$ cat src/rtl/core/pqp_pkg.sv
// ----------------------------------------------------------------------------
// Palette quantize pack package
// Types, register indexes, reset values and the square root step.
// ----------------------------------------------------------------------------
package pqp_pkg;

   typedef logic [23:0] colour_type;
   typedef logic [17:0] dist_sq_type;

   typedef enum logic [1:0] {
      MODE_INDEX_BYTE = 2'd0,
      MODE_INDEX_PAIR = 2'd1,
      MODE_NONZERO_BIT = 2'd2,
      MODE_RED_BIT = 2'd3
   } pack_mode_type;

   // Configuration register indexes.
   localparam logic [2:0] REG_PALETTE_ZERO = 3'd0;
   localparam logic [2:0] REG_PALETTE_ONE = 3'd1;
   localparam logic [2:0] REG_PALETTE_TWO = 3'd2;
   localparam logic [2:0] REG_PALETTE_THREE = 3'd3;
   localparam logic [2:0] REG_PACK_MODE = 3'd4;

   localparam int unsigned NUM_ENTRIES = 4;

   // Entry 3 first: packed arrays list the highest index on the left.
   localparam colour_type [NUM_ENTRIES-1:0] PALETTE_RESET = {
      24'h7F7F7F, 24'h000000, 24'hFFFFFF, 24'hBFBFBF
   };

   localparam logic [7:0] RED_THRESHOLD = 8'd128;

   // Work item handed from the front to the back through the queue.
   typedef struct packed {
      logic [1:0] idx;
      logic red_hi;
      logic group_end;
   } token_type;

   // Partial state of the digit-by-digit square root.
   typedef struct packed {
      dist_sq_type v;
      dist_sq_type r;
   } root_state_type;

   // Three consecutive root steps, the first with trial bit 4**top_k.
   function automatic root_state_type sqrt_steps3(root_state_type s, int top_k);
      root_state_type st;
      dist_sq_type bit_val;
      logic [18:0] trial;
      st = s;
      for (int j = 0; j < 3; j++) begin
         bit_val = dist_sq_type'(1) << (2 * (top_k - j));
         trial = {1'b0, st.r} + {1'b0, bit_val};
         if ({1'b0, st.v} >= trial) begin
            st.v = st.v - trial[17:0];
            st.r = (st.r >> 1) + bit_val;
         end else begin
            st.r = st.r >> 1;
         end
      end
      return st;
   endfunction

endpackage

$ cat src/rtl/core/pqp_req_if.sv
// ----------------------------------------------------------------------------
// Palette quantize pack request channel
// Valid/ready channel carrying one RGB pixel per request.
// ----------------------------------------------------------------------------
interface pqp_req_if;
   logic       valid;
   logic       ready;
   logic [7:0] red;
   logic [7:0] green;
   logic [7:0] blue;
   logic       group_end;

   modport source (output valid, output red, output green, output blue,
                   output group_end, input ready);
   modport sink (input valid, input red, input green, input blue,
                 input group_end, output ready);
endinterface

$ cat src/rtl/core/pqp_rsp_if.sv
// ----------------------------------------------------------------------------
// Palette quantize pack response channel
// Valid/ready channel carrying one encoded byte per transfer.
// ----------------------------------------------------------------------------
interface pqp_rsp_if;
   logic       valid;
   logic       ready;
   logic [7:0] out_byte;
   logic       group_last;

   modport source (output valid, output out_byte, output group_last, input ready);
   modport sink (input valid, input out_byte, input group_last, output ready);
endinterface

$ cat src/rtl/core/pqp_front.sv
// ----------------------------------------------------------------------------
// Palette quantize pack front
// Five stage pipeline: distances, squares, root and nearest entry choice.
// ----------------------------------------------------------------------------
module pqp_front (
   input  logic                                             clock,
   input  logic                                             reset,
   input  pqp_pkg::colour_type [pqp_pkg::NUM_ENTRIES-1:0]   palette,
   pqp_req_if.sink                                          req,
   output logic                                             push_valid,
   input  logic                                             push_ready,
   output pqp_pkg::token_type                               push_token
);

   localparam int unsigned N = pqp_pkg::NUM_ENTRIES;

   typedef struct packed {
      logic [N-1:0][2:0][7:0] diff;
      logic red_hi;
      logic group_end;
   } diff_stage_type;

   typedef struct packed {
      pqp_pkg::root_state_type [N-1:0] root;
      logic red_hi;
      logic group_end;
   } root_stage_type;

   logic en;
   logic [4:0] valid_ff, valid_in;
   diff_stage_type s1_ff, s1_in;
   root_stage_type s2_ff, s2_in, s3_ff, s3_in, s4_ff, s4_in, s5_ff, s5_in;

   // The whole pipeline holds when its last stage cannot hand over.
   assign en = !valid_ff[4] || push_ready;
   assign req.ready = en;
   assign valid_in = {valid_ff[3:0], req.valid};

   always_comb begin
      logic [7:0] pix [3];
      logic [7:0] pal;
      pix[0] = req.red;
      pix[1] = req.green;
      pix[2] = req.blue;
      s1_in.red_hi = req.red > pqp_pkg::RED_THRESHOLD;
      s1_in.group_end = req.group_end;
      for (int n = 0; n < N; n++) begin
         for (int c = 0; c < 3; c++) begin
            pal = palette[n][8*(2-c) +: 8];
            s1_in.diff[n][c] = (pal > pix[c]) ? pal - pix[c] : pix[c] - pal;
         end
      end
   end

   always_comb begin
      logic [15:0] sq [3];
      s2_in.red_hi = s1_ff.red_hi;
      s2_in.group_end = s1_ff.group_end;
      for (int n = 0; n < N; n++) begin
         for (int c = 0; c < 3; c++) begin
            sq[c] = 16'(s1_ff.diff[n][c]) * 16'(s1_ff.diff[n][c]);
         end
         s2_in.root[n].v = 18'(sq[0]) + 18'(sq[1]) + 18'(sq[2]);
         s2_in.root[n].r = '0;
      end
   end

   // Nine root steps in three stages; the sum stays below 4**9.
   always_comb begin
      s3_in = s2_ff;
      s4_in = s3_ff;
      s5_in = s4_ff;
      for (int n = 0; n < N; n++) begin
         s3_in.root[n] = pqp_pkg::sqrt_steps3(s2_ff.root[n], 8);
         s4_in.root[n] = pqp_pkg::sqrt_steps3(s3_ff.root[n], 5);
         s5_in.root[n] = pqp_pkg::sqrt_steps3(s4_ff.root[n], 2);
      end
   end

   always_ff @(posedge clock) begin
      if (reset) begin
         valid_ff <= '0;
      end else if (en) begin
         valid_ff <= valid_in;
      end
   end

   always_ff @(posedge clock) begin
      if (en) begin
         s1_ff <= s1_in;
         s2_ff <= s2_in;
         s3_ff <= s3_in;
         s4_ff <= s4_in;
         s5_ff <= s5_in;
      end
   end

   // Strictly smaller root replaces the best, so the lower entry wins ties.
   always_comb begin
      logic [8:0] best_root;
      logic [1:0] best_idx;
      best_idx = '0;
      best_root = s5_ff.root[0].r[8:0];
      for (int n = 1; n < N; n++) begin
         if (s5_ff.root[n].r[8:0] < best_root) begin
            best_root = s5_ff.root[n].r[8:0];
            best_idx = 2'(n);
         end
      end
      push_token.idx = best_idx;
      push_token.red_hi = s5_ff.red_hi;
      push_token.group_end = s5_ff.group_end;
   end

   assign push_valid = valid_ff[4];

endmodule

$ cat src/rtl/core/pqp_queue.sv
// ----------------------------------------------------------------------------
// Palette quantize pack queue
// Small register FIFO of tokens between the front and the back.
// ----------------------------------------------------------------------------
module pqp_queue #(
   parameter int unsigned DEPTH = 4
) (
   input  logic               clock,
   input  logic               reset,
   input  logic               push_valid,
   output logic               push_ready,
   input  pqp_pkg::token_type push_token,
   output logic               pop_valid,
   input  logic               pop,
   output pqp_pkg::token_type pop_token
);

   localparam int unsigned PTR_W = $clog2(DEPTH);
   localparam int unsigned CNT_W = $clog2(DEPTH + 1);

   pqp_pkg::token_type entry_ff [DEPTH];
   logic [PTR_W-1:0] wr_ptr_ff, wr_ptr_in, rd_ptr_ff, rd_ptr_in;
   logic [CNT_W-1:0] count_ff, count_in;
   logic full, do_push, do_pop;

   assign full = count_ff == CNT_W'(DEPTH);
   assign pop_valid = count_ff != '0;
   assign push_ready = !full || pop;
   assign do_push = push_valid && push_ready;
   assign do_pop = pop && pop_valid;
   assign pop_token = entry_ff[rd_ptr_ff];

   always_comb begin
      wr_ptr_in = wr_ptr_ff;
      rd_ptr_in = rd_ptr_ff;
      count_in = count_ff;
      if (do_push) begin
         wr_ptr_in = (wr_ptr_ff == PTR_W'(DEPTH - 1)) ? '0 : wr_ptr_ff + 1'b1;
      end
      if (do_pop) begin
         rd_ptr_in = (rd_ptr_ff == PTR_W'(DEPTH - 1)) ? '0 : rd_ptr_ff + 1'b1;
      end
      if (do_push && !do_pop) begin
         count_in = count_ff + 1'b1;
      end else if (do_pop && !do_push) begin
         count_in = count_ff - 1'b1;
      end
   end

   always_ff @(posedge clock) begin
      if (reset) begin
         wr_ptr_ff <= '0;
         rd_ptr_ff <= '0;
         count_ff <= '0;
      end else begin
         wr_ptr_ff <= wr_ptr_in;
         rd_ptr_ff <= rd_ptr_in;
         count_ff <= count_in;
      end
   end

   always_ff @(posedge clock) begin
      if (do_push) begin
         entry_ff[wr_ptr_ff] <= push_token;
      end
   end

endmodule

$ cat src/rtl/core/pqp_back.sv
// ----------------------------------------------------------------------------
// Palette quantize pack back
// Bit packer and response register.
// ----------------------------------------------------------------------------
module pqp_back (
   input  logic                   clock,
   input  logic                   reset,
   input  pqp_pkg::pack_mode_type mode,
   input  logic                   tok_valid,
   input  pqp_pkg::token_type     tok,
   output logic                   pop,
   pqp_rsp_if.source              rsp
);

   logic [7:0] buffer_ff, buffer_in;
   logic [2:0] pos_ff, pos_in;
   logic       out_valid_ff, out_valid_in;
   logic [7:0] out_byte_ff, out_byte_in;
   logic       out_last_ff, out_last_in;

   logic [1:0] bits;
   logic [3:0] step;
   logic [9:0] shifted;
   logic [7:0] merged;
   logic [3:0] new_pos;
   logic       emit;

   assign pop = tok_valid && (!out_valid_ff || rsp.ready);

   always_comb begin
      unique case (mode)
         pqp_pkg::MODE_INDEX_BYTE: begin
            bits = tok.idx;
            step = 4'd0;
         end
         pqp_pkg::MODE_INDEX_PAIR: begin
            bits = tok.idx;
            step = 4'd2;
         end
         pqp_pkg::MODE_NONZERO_BIT: begin
            bits = {1'b0, tok.idx != 2'd0};
            step = 4'd1;
         end
         pqp_pkg::MODE_RED_BIT: begin
            bits = {1'b0, tok.red_hi};
            step = 4'd1;
         end
         default: begin
            bits = '0;
            step = 4'd1;
         end
      endcase
   end

   // An index placed at the top bit loses its upper half.
   assign shifted = {8'b0, bits} << pos_ff;
   assign merged = buffer_ff | shifted[7:0];
   assign new_pos = {1'b0, pos_ff} + step;
   assign emit = (mode == pqp_pkg::MODE_INDEX_BYTE) || new_pos[3] || tok.group_end;

   always_comb begin
      buffer_in = buffer_ff;
      pos_in = pos_ff;
      out_valid_in = out_valid_ff && !rsp.ready;
      out_byte_in = out_byte_ff;
      out_last_in = out_last_ff;
      if (pop) begin
         if (mode == pqp_pkg::MODE_INDEX_BYTE) begin
            out_byte_in = {6'b0, tok.idx};
         end else begin
            out_byte_in = merged;
            if (emit) begin
               buffer_in = '0;
               pos_in = '0;
            end else begin
               buffer_in = merged;
               pos_in = new_pos[2:0];
            end
         end
         out_last_in = tok.group_end;
         out_valid_in = emit;
      end
   end

   always_ff @(posedge clock) begin
      if (reset) begin
         buffer_ff <= '0;
         pos_ff <= '0;
         out_valid_ff <= 1'b0;
      end else begin
         buffer_ff <= buffer_in;
         pos_ff <= pos_in;
         out_valid_ff <= out_valid_in;
      end
   end

   always_ff @(posedge clock) begin
      if (pop && emit) begin
         out_byte_ff <= out_byte_in;
         out_last_ff <= out_last_in;
      end
   end

   assign rsp.valid = out_valid_ff;
   assign rsp.out_byte = out_byte_ff;
   assign rsp.group_last = out_last_ff;

endmodule

$ cat src/rtl/core/palette_quantize_pack_unit.sv
// ----------------------------------------------------------------------------
// Palette quantize pack unit
// Nearest of four palette colours per pixel, packed into bytes.
// ----------------------------------------------------------------------------
// Each request on req carries one RGB pixel and a group_end flag. The unit
// picks the palette entry with the smallest integer root distance, the lower
// entry winning on equal roots, and encodes it by the pack mode: one byte per
// index, four 2-bit indices per byte, or one bit per pixel (nonzero index or
// red above 128). Bytes fill from the least significant bit; group_end
// flushes a partial byte and marks the byte with group_last.
// The csr port writes the four palette colours and the pack mode; it should
// only be written while no pixel is in flight.
// A pixel that yields a byte reaches rsp through five front stages
// (distances, squares, three root stages), the token queue and the
// response register. One pixel is accepted every cycle while req.ready
// is high. When rsp stalls, the queue fills, then the whole front holds
// and req.ready falls; nothing is lost. Reset restores the default palette
// and byte mode and empties the pack buffer, the queue and the pipeline.
// ----------------------------------------------------------------------------
module palette_quantize_pack_unit #(
   parameter int unsigned QUEUE_DEPTH = 4
) (
   input  logic        clock,
   input  logic        reset,
   pqp_req_if.sink     req,
   pqp_rsp_if.source   rsp,
   input  logic        csr_wr_en,
   input  logic [2:0]  csr_index,
   input  logic [23:0] csr_wdata
);

   pqp_pkg::colour_type [pqp_pkg::NUM_ENTRIES-1:0] palette_ff, palette_in;
   pqp_pkg::pack_mode_type mode_ff, mode_in;

   logic               push_valid;
   logic               push_ready;
   pqp_pkg::token_type push_token;
   logic               tok_valid;
   pqp_pkg::token_type tok;
   logic               pop;

   // Register file; indexes beyond the pack mode are ignored.
   always_comb begin
      palette_in = palette_ff;
      mode_in = mode_ff;
      if (csr_wr_en) begin
         unique case (csr_index)
            pqp_pkg::REG_PALETTE_ZERO: palette_in[0] = csr_wdata;
            pqp_pkg::REG_PALETTE_ONE: palette_in[1] = csr_wdata;
            pqp_pkg::REG_PALETTE_TWO: palette_in[2] = csr_wdata;
            pqp_pkg::REG_PALETTE_THREE: palette_in[3] = csr_wdata;
            pqp_pkg::REG_PACK_MODE: mode_in = pqp_pkg::pack_mode_type'(csr_wdata[1:0]);
            default: begin
            end
         endcase
      end
   end

   always_ff @(posedge clock) begin
      if (reset) begin
         palette_ff <= pqp_pkg::PALETTE_RESET;
         mode_ff <= pqp_pkg::MODE_INDEX_BYTE;
      end else begin
         palette_ff <= palette_in;
         mode_ff <= mode_in;
      end
   end

   // The front classifies pixels into tokens of index and flags.
   pqp_front u_front (
      .clock      (clock),
      .reset      (reset),
      .palette    (palette_ff),
      .req        (req),
      .push_valid (push_valid),
      .push_ready (push_ready),
      .push_token (push_token)
   );

   // The queue lets the front run on while the back waits on rsp.
   pqp_queue #(
      .DEPTH (QUEUE_DEPTH)
   ) u_queue (
      .clock      (clock),
      .reset      (reset),
      .push_valid (push_valid),
      .push_ready (push_ready),
      .push_token (push_token),
      .pop_valid  (tok_valid),
      .pop        (pop),
      .pop_token  (tok)
   );

   // The back packs tokens into bytes and holds the response register.
   pqp_back u_back (
      .clock     (clock),
      .reset     (reset),
      .mode      (mode_ff),
      .tok_valid (tok_valid),
      .tok       (tok),
      .pop       (pop),
      .rsp       (rsp)
   );

endmodule

$ cat src/flat_wrapper.sv
// flat-port wrapper written by rule: the top's interface ports become plain ports
module palette_quantize_pack_unit_flat 
#(
   parameter int unsigned QUEUE_DEPTH = 4
)
  (clock, reset, csr_wr_en, csr_index, csr_wdata, req_valid, req_red, req_green, req_blue, req_group_end, req_ready, rsp_valid, rsp_out_byte, rsp_group_last, rsp_ready);
  pqp_req_if req_i ();
  pqp_rsp_if rsp_i ();
  input  logic clock;
  input  logic reset;
  input  logic csr_wr_en;
  input  logic [2:0] csr_index;
  input  logic [23:0] csr_wdata;
  input wire logic [$bits(req_i.valid)-1:0] req_valid;
  input wire logic [$bits(req_i.red)-1:0] req_red;
  input wire logic [$bits(req_i.green)-1:0] req_green;
  input wire logic [$bits(req_i.blue)-1:0] req_blue;
  input wire logic [$bits(req_i.group_end)-1:0] req_group_end;
  output wire logic [$bits(req_i.ready)-1:0] req_ready;
  output wire logic [$bits(rsp_i.valid)-1:0] rsp_valid;
  output wire logic [$bits(rsp_i.out_byte)-1:0] rsp_out_byte;
  output wire logic [$bits(rsp_i.group_last)-1:0] rsp_group_last;
  input wire logic [$bits(rsp_i.ready)-1:0] rsp_ready;
  assign req_i.valid = req_valid;
  assign req_i.red = req_red;
  assign req_i.green = req_green;
  assign req_i.blue = req_blue;
  assign req_i.group_end = req_group_end;
  assign req_ready = req_i.ready;
  assign rsp_valid = rsp_i.valid;
  assign rsp_out_byte = rsp_i.out_byte;
  assign rsp_group_last = rsp_i.group_last;
  assign rsp_i.ready = rsp_ready;
  palette_quantize_pack_unit #(.QUEUE_DEPTH(QUEUE_DEPTH)) u_core (.clock(clock), .reset(reset), .req(req_i), .rsp(rsp_i), .csr_wr_en(csr_wr_en), .csr_index(csr_index), .csr_wdata(csr_wdata));
endmodule
$ cat config.mk
export PLATFORM = sky130hd
export DESIGN_NAME = palette_quantize_pack_unit_flat
export DESIGN_NICKNAME = d
export VERILOG_FILES = /design/src/rtl/core/pqp_pkg.sv /design/src/rtl/core/pqp_req_if.sv /design/src/rtl/core/pqp_rsp_if.sv /design/src/rtl/core/pqp_front.sv /design/src/rtl/core/pqp_queue.sv /design/src/rtl/core/pqp_back.sv /design/src/rtl/core/palette_quantize_pack_unit.sv /design/src/flat_wrapper.sv
export SDC_FILE = /design/constraint.sdc
export NUM_CORES = 2
export LEC_CHECK = 0
export BUFFER_PORTS_ARGS = -buffer_cell sky130_fd_sc_hd__clkbuf_2
export CAP_MARGIN = 30
export CORE_MARGIN = 1.5
export CORE_UTILIZATION = 35
export DETAILED_ROUTE_END_ITERATION = 7
export GPL_TIMING_DRIVEN = 0
export SYNTH_ARGS = -nofsm -noshare
export SYNTH_HDL_FRONTEND = slang
export SYNTH_SLANG_ARGS = --single-unit
$ cat constraint.sdc
create_clock -name clock -period 22.6 [get_ports clock]
set_input_delay 2.26 -clock clock [delete_from_list [all_inputs] [get_ports clock]]
set_output_delay 2.26 -clock clock [all_outputs]
set_load 0.02 [all_outputs]
==> run summary <==
The run finished with clean final reports. The tools report the root buffer cell as clkbuf_16. The wire-length estimate of the detail-placed layout is 122000 µm. The first detailed-routing pass took 6 iterations.

The maximum number of pins on one net before global-route repair is 20, and the post-detailed-route count of antenna-violating nets is 0. In the final design database the tool counted 7868 nets. Yosys mapped a number of flops with a built-in enable equal to 419.

For the arrival time reported for the critical path endpoint, the log shows 8.99 ns. The classification of the worst setup path was register to register. The most frequently used cell type in the post-synthesis netlist was inv_1. For the fill cell instance count of the final layout, the log shows 17100. The run gives 175000 µm² as the total die area. Along the worst path, the maximum fanout reaches 11. The largest single stage delay on the critical path is 0.69 ns. Of the synthesized area, sequential elements account for 24.9%.

The die is 419 µm tall. The count of synthesis-stage warnings from yosys came out at 0. Dividing the detail-routed wire length by the instance count gives 16.6 µm. The logs give 60500 µm² for the synthesized cell area and 543 for the sink count of the clock tree. STA classifies the critical path endpoint as a register.

The top achievable clock speed came out at 116 MHz. Once the clock tree was built, the setup fixing pass inserted 0 buffers. For the worst setup path, the data required time is 22.99 ns. For the final database, setup skew stands at 0.0163 ns. For the pin with the worst max-slew slack, the measured transition is 1.01 ns. Subtracting the final worst setup slack from the clock period gives 8.60 ns. The number of gates resized after CTS was 0. The number of buffers inserted by hold repair at cts was 0. The share of layout cells above drive strength 1 came out at 4.95%.

For the number of cells after detailed placement, the log shows 8733. Final wirelength: 147000 µm. The library cell with the largest summed area after synthesis was edfxtp_1. Global routing finished with a remaining overflow of 0.

The logs give 19 for the initial antenna violation count and 16.8% for the total global-route track usage. Worst hold-check path type: register to register. The number of max-slew violations in the final report is 0, and the detailed-route vias per instance is 5.03. The core region is 172000 µm². In this run, synthesis produced a sequential element count of 543. The commonest cells after synthesis are inv_1 (1113), ha_1 (757), fa_1 (557). The count of buffers added on input and output ports is 66.

The tools report the weighted congestion reported at the end of routability-driven placement as 0.888. The die is 419 µm wide. The share of the synthesized area in the top cell type is 20.8%. Summed over all failing endpoints, the final setup total negative slack is 0 ns. In the finished design, the share of the clock period the worst path needs comes to 38.1%. Synthesis produced a netlist with a net count of 7699. Number of instances in the synthesized netlist: 6328. In this run the mean area of a mapped cell was 9.56 µm². TritonCTS built the clock tree. The first routing iteration left 2649 violations. The kind of start point of the critical path is a register. Primary flip-flop cell chosen by synthesis mapping: edfxtp_1.

Max-cap violations in this run came to 0. The number of global-route vias before repair came out at 44500. For the global-route wire length before repair, the log shows 236000 µm.

For this run, design rule violations remaining after detail routing come to 0. After synthesis, the cell types taking the most area are edfxtp_1 (21%), fa_1 (18%), ha_1 (16%). The area growth from synthesis to final layout works out to 9.94%. Setup repair after global routing left no endpoint under its margin.

The TritonCTS buffer count came out at 70. The clock reaches the later pin of the worst-skew pair after 0.67 ns. For this run, the share of the core covered by cells in the final layout is 38.8%. The tools report the number of different library cells in the post-synthesis netlist as 100. The highest-delay cell along the critical path is nor4_1. The run gives 8870 as the count of non-filler cells in the finished layout. The final-report setup violation count is 0, and the standard-cell row count is 152. Of all flip-flops after synthesis, the portion carrying an async set or reset was 0%. The maximum buffer depth of the clock tree is 3. The worst pin sits at a relative slew slack of 32.6%. On the final layout, the worst hold slack is 0.424 ns. For the via count, the log shows 44600. Pin placement for this block handled 68 I/O pins.

The hold violation count in the final report is 0, and the CTS clock-pin slew for the worst setup and hold paths is 0.06 ns. The H-tree generated during clock tree synthesis spans 3 levels. The effective utilization at floorplan was 35.3%.
==> critical path: cells and delay by family (launching register included) <==
family / cells / cell delay (ns)
AND/OR/NAND/NOR: 11 / 2.96
AO/OA/AOI/OAI: 9 / 2.32
buffers and inverters: 5 / 1.37
adder cells (fa/ha/maj): 3 / 1.02
flip-flops: 1 / 0.47
XOR/XNOR: 1 / 0.16
==> stage by stage <==
step | instance area [µm²] | setup WS (ns)
finish | 66500 | 14.00
global route | 66500 | 13.49
CTS | 66400 | 14.10
detailed placement | 64200 | 14.13
global placement | 63700 | -3.43
floorplan | 60500 | 4.33
==> layer usage <==
layer	track usage [%]	part of all wire (%)	vias to the layer above
met3	2.53	4.5	200
met1	22.2	45	21800
met2	28.2	47	858
met4	5.32	2.7	14
met5	0	0.062	-
li1	-	-	21700
==> registers in the layout, indices dropped and copies added, names as in the netlist, 3 cells and up, named ones only <==
signal                      count
u_core.u_back.rsp.out_byte      8
u_core.u_back.pos_ff            3
u_core.u_front.s2_ff           74
u_core.u_front.s5_ff           36
u_core.palette_ff              96
u_core.u_front.valid_ff         5
u_core.u_queue.entry_ff        16
u_core.u_front.s1_ff           98
u_core.u_back.buffer_ff         8
u_core.u_front.s4_ff           98
u_core.u_front.s3_ff           86
u_core.u_queue.count_ff         3
==> worst paths after layout <==
path | startpoint | endpoint | slack (ns) | cells past startpoint
setup / recovery | u_core.u_front.s4_ff[47] | u_core.u_front.s5_ff[38] | 14.00 | 29
hold / removal | u_core.u_front.s2_ff[0] | u_core.u_front.s3_ff[0] | 0.42 | 0
setup reg to reg | u_core.u_front.s4_ff[47] | u_core.u_front.s5_ff[38] | 14.00 | 29
hold reg to reg | u_core.u_front.s2_ff[0] | u_core.u_front.s3_ff[0] | 0.42 | 0
==> area by class of cell <==
type / instances / area, µm² / share of cell area (%)
multi-input cells: 4551 / 40700 / 61.3
flip-flops and latches: 543 / 15100 / 22.7
inverters: 1118 / 4200 / 6.32
well taps: 2310 / 2890 / 4.35
clock buffers: 92 / 1880 / 2.83
repair buffers: 97 / 805 / 1.21
plain buffers: 116 / 460 / 0.693
clock inverters: 33 / 408 / 0.614
diodes: 10 / 25.0 / 0.0376
==> logic make-up (layout without fill, tap and decap cells) <==
logic type               after synthesis  after routing  share of synthesized area (%)
flip-flops                           543            543                           24.9
adder cells (fa/ha/maj)             1314           1314                           34.1
AO/OA/AOI/OAI                       1085           1085                           11.9
other                                  0             10                              0
buffers and inverters               1234           1456                           7.71
AND/OR/NAND/NOR                     1700           1700                           14.3
multiplexers                         157            157                           2.81
XOR/XNOR                             295            295                           4.29
==> placed cells by master, fill, tap and decap left out, drive strengths merged, types with 106 or more instances in the layout <==
master,netlist,final
dfxtp,124,124
ha,757,757
inv,1115,1119
nand2,444,444
fa,557,557
clkbuf,103,263
o21ai,216,216
nor3,106,106
edfxtp,419,419
xnor2,197,197
a21o,118,118
a21oi,294,294
and2,261,261
nor2,357,357
Power is not shown: default switching activity piles up to over one toggle a cycle in this logic, so the estimate is an artifact.
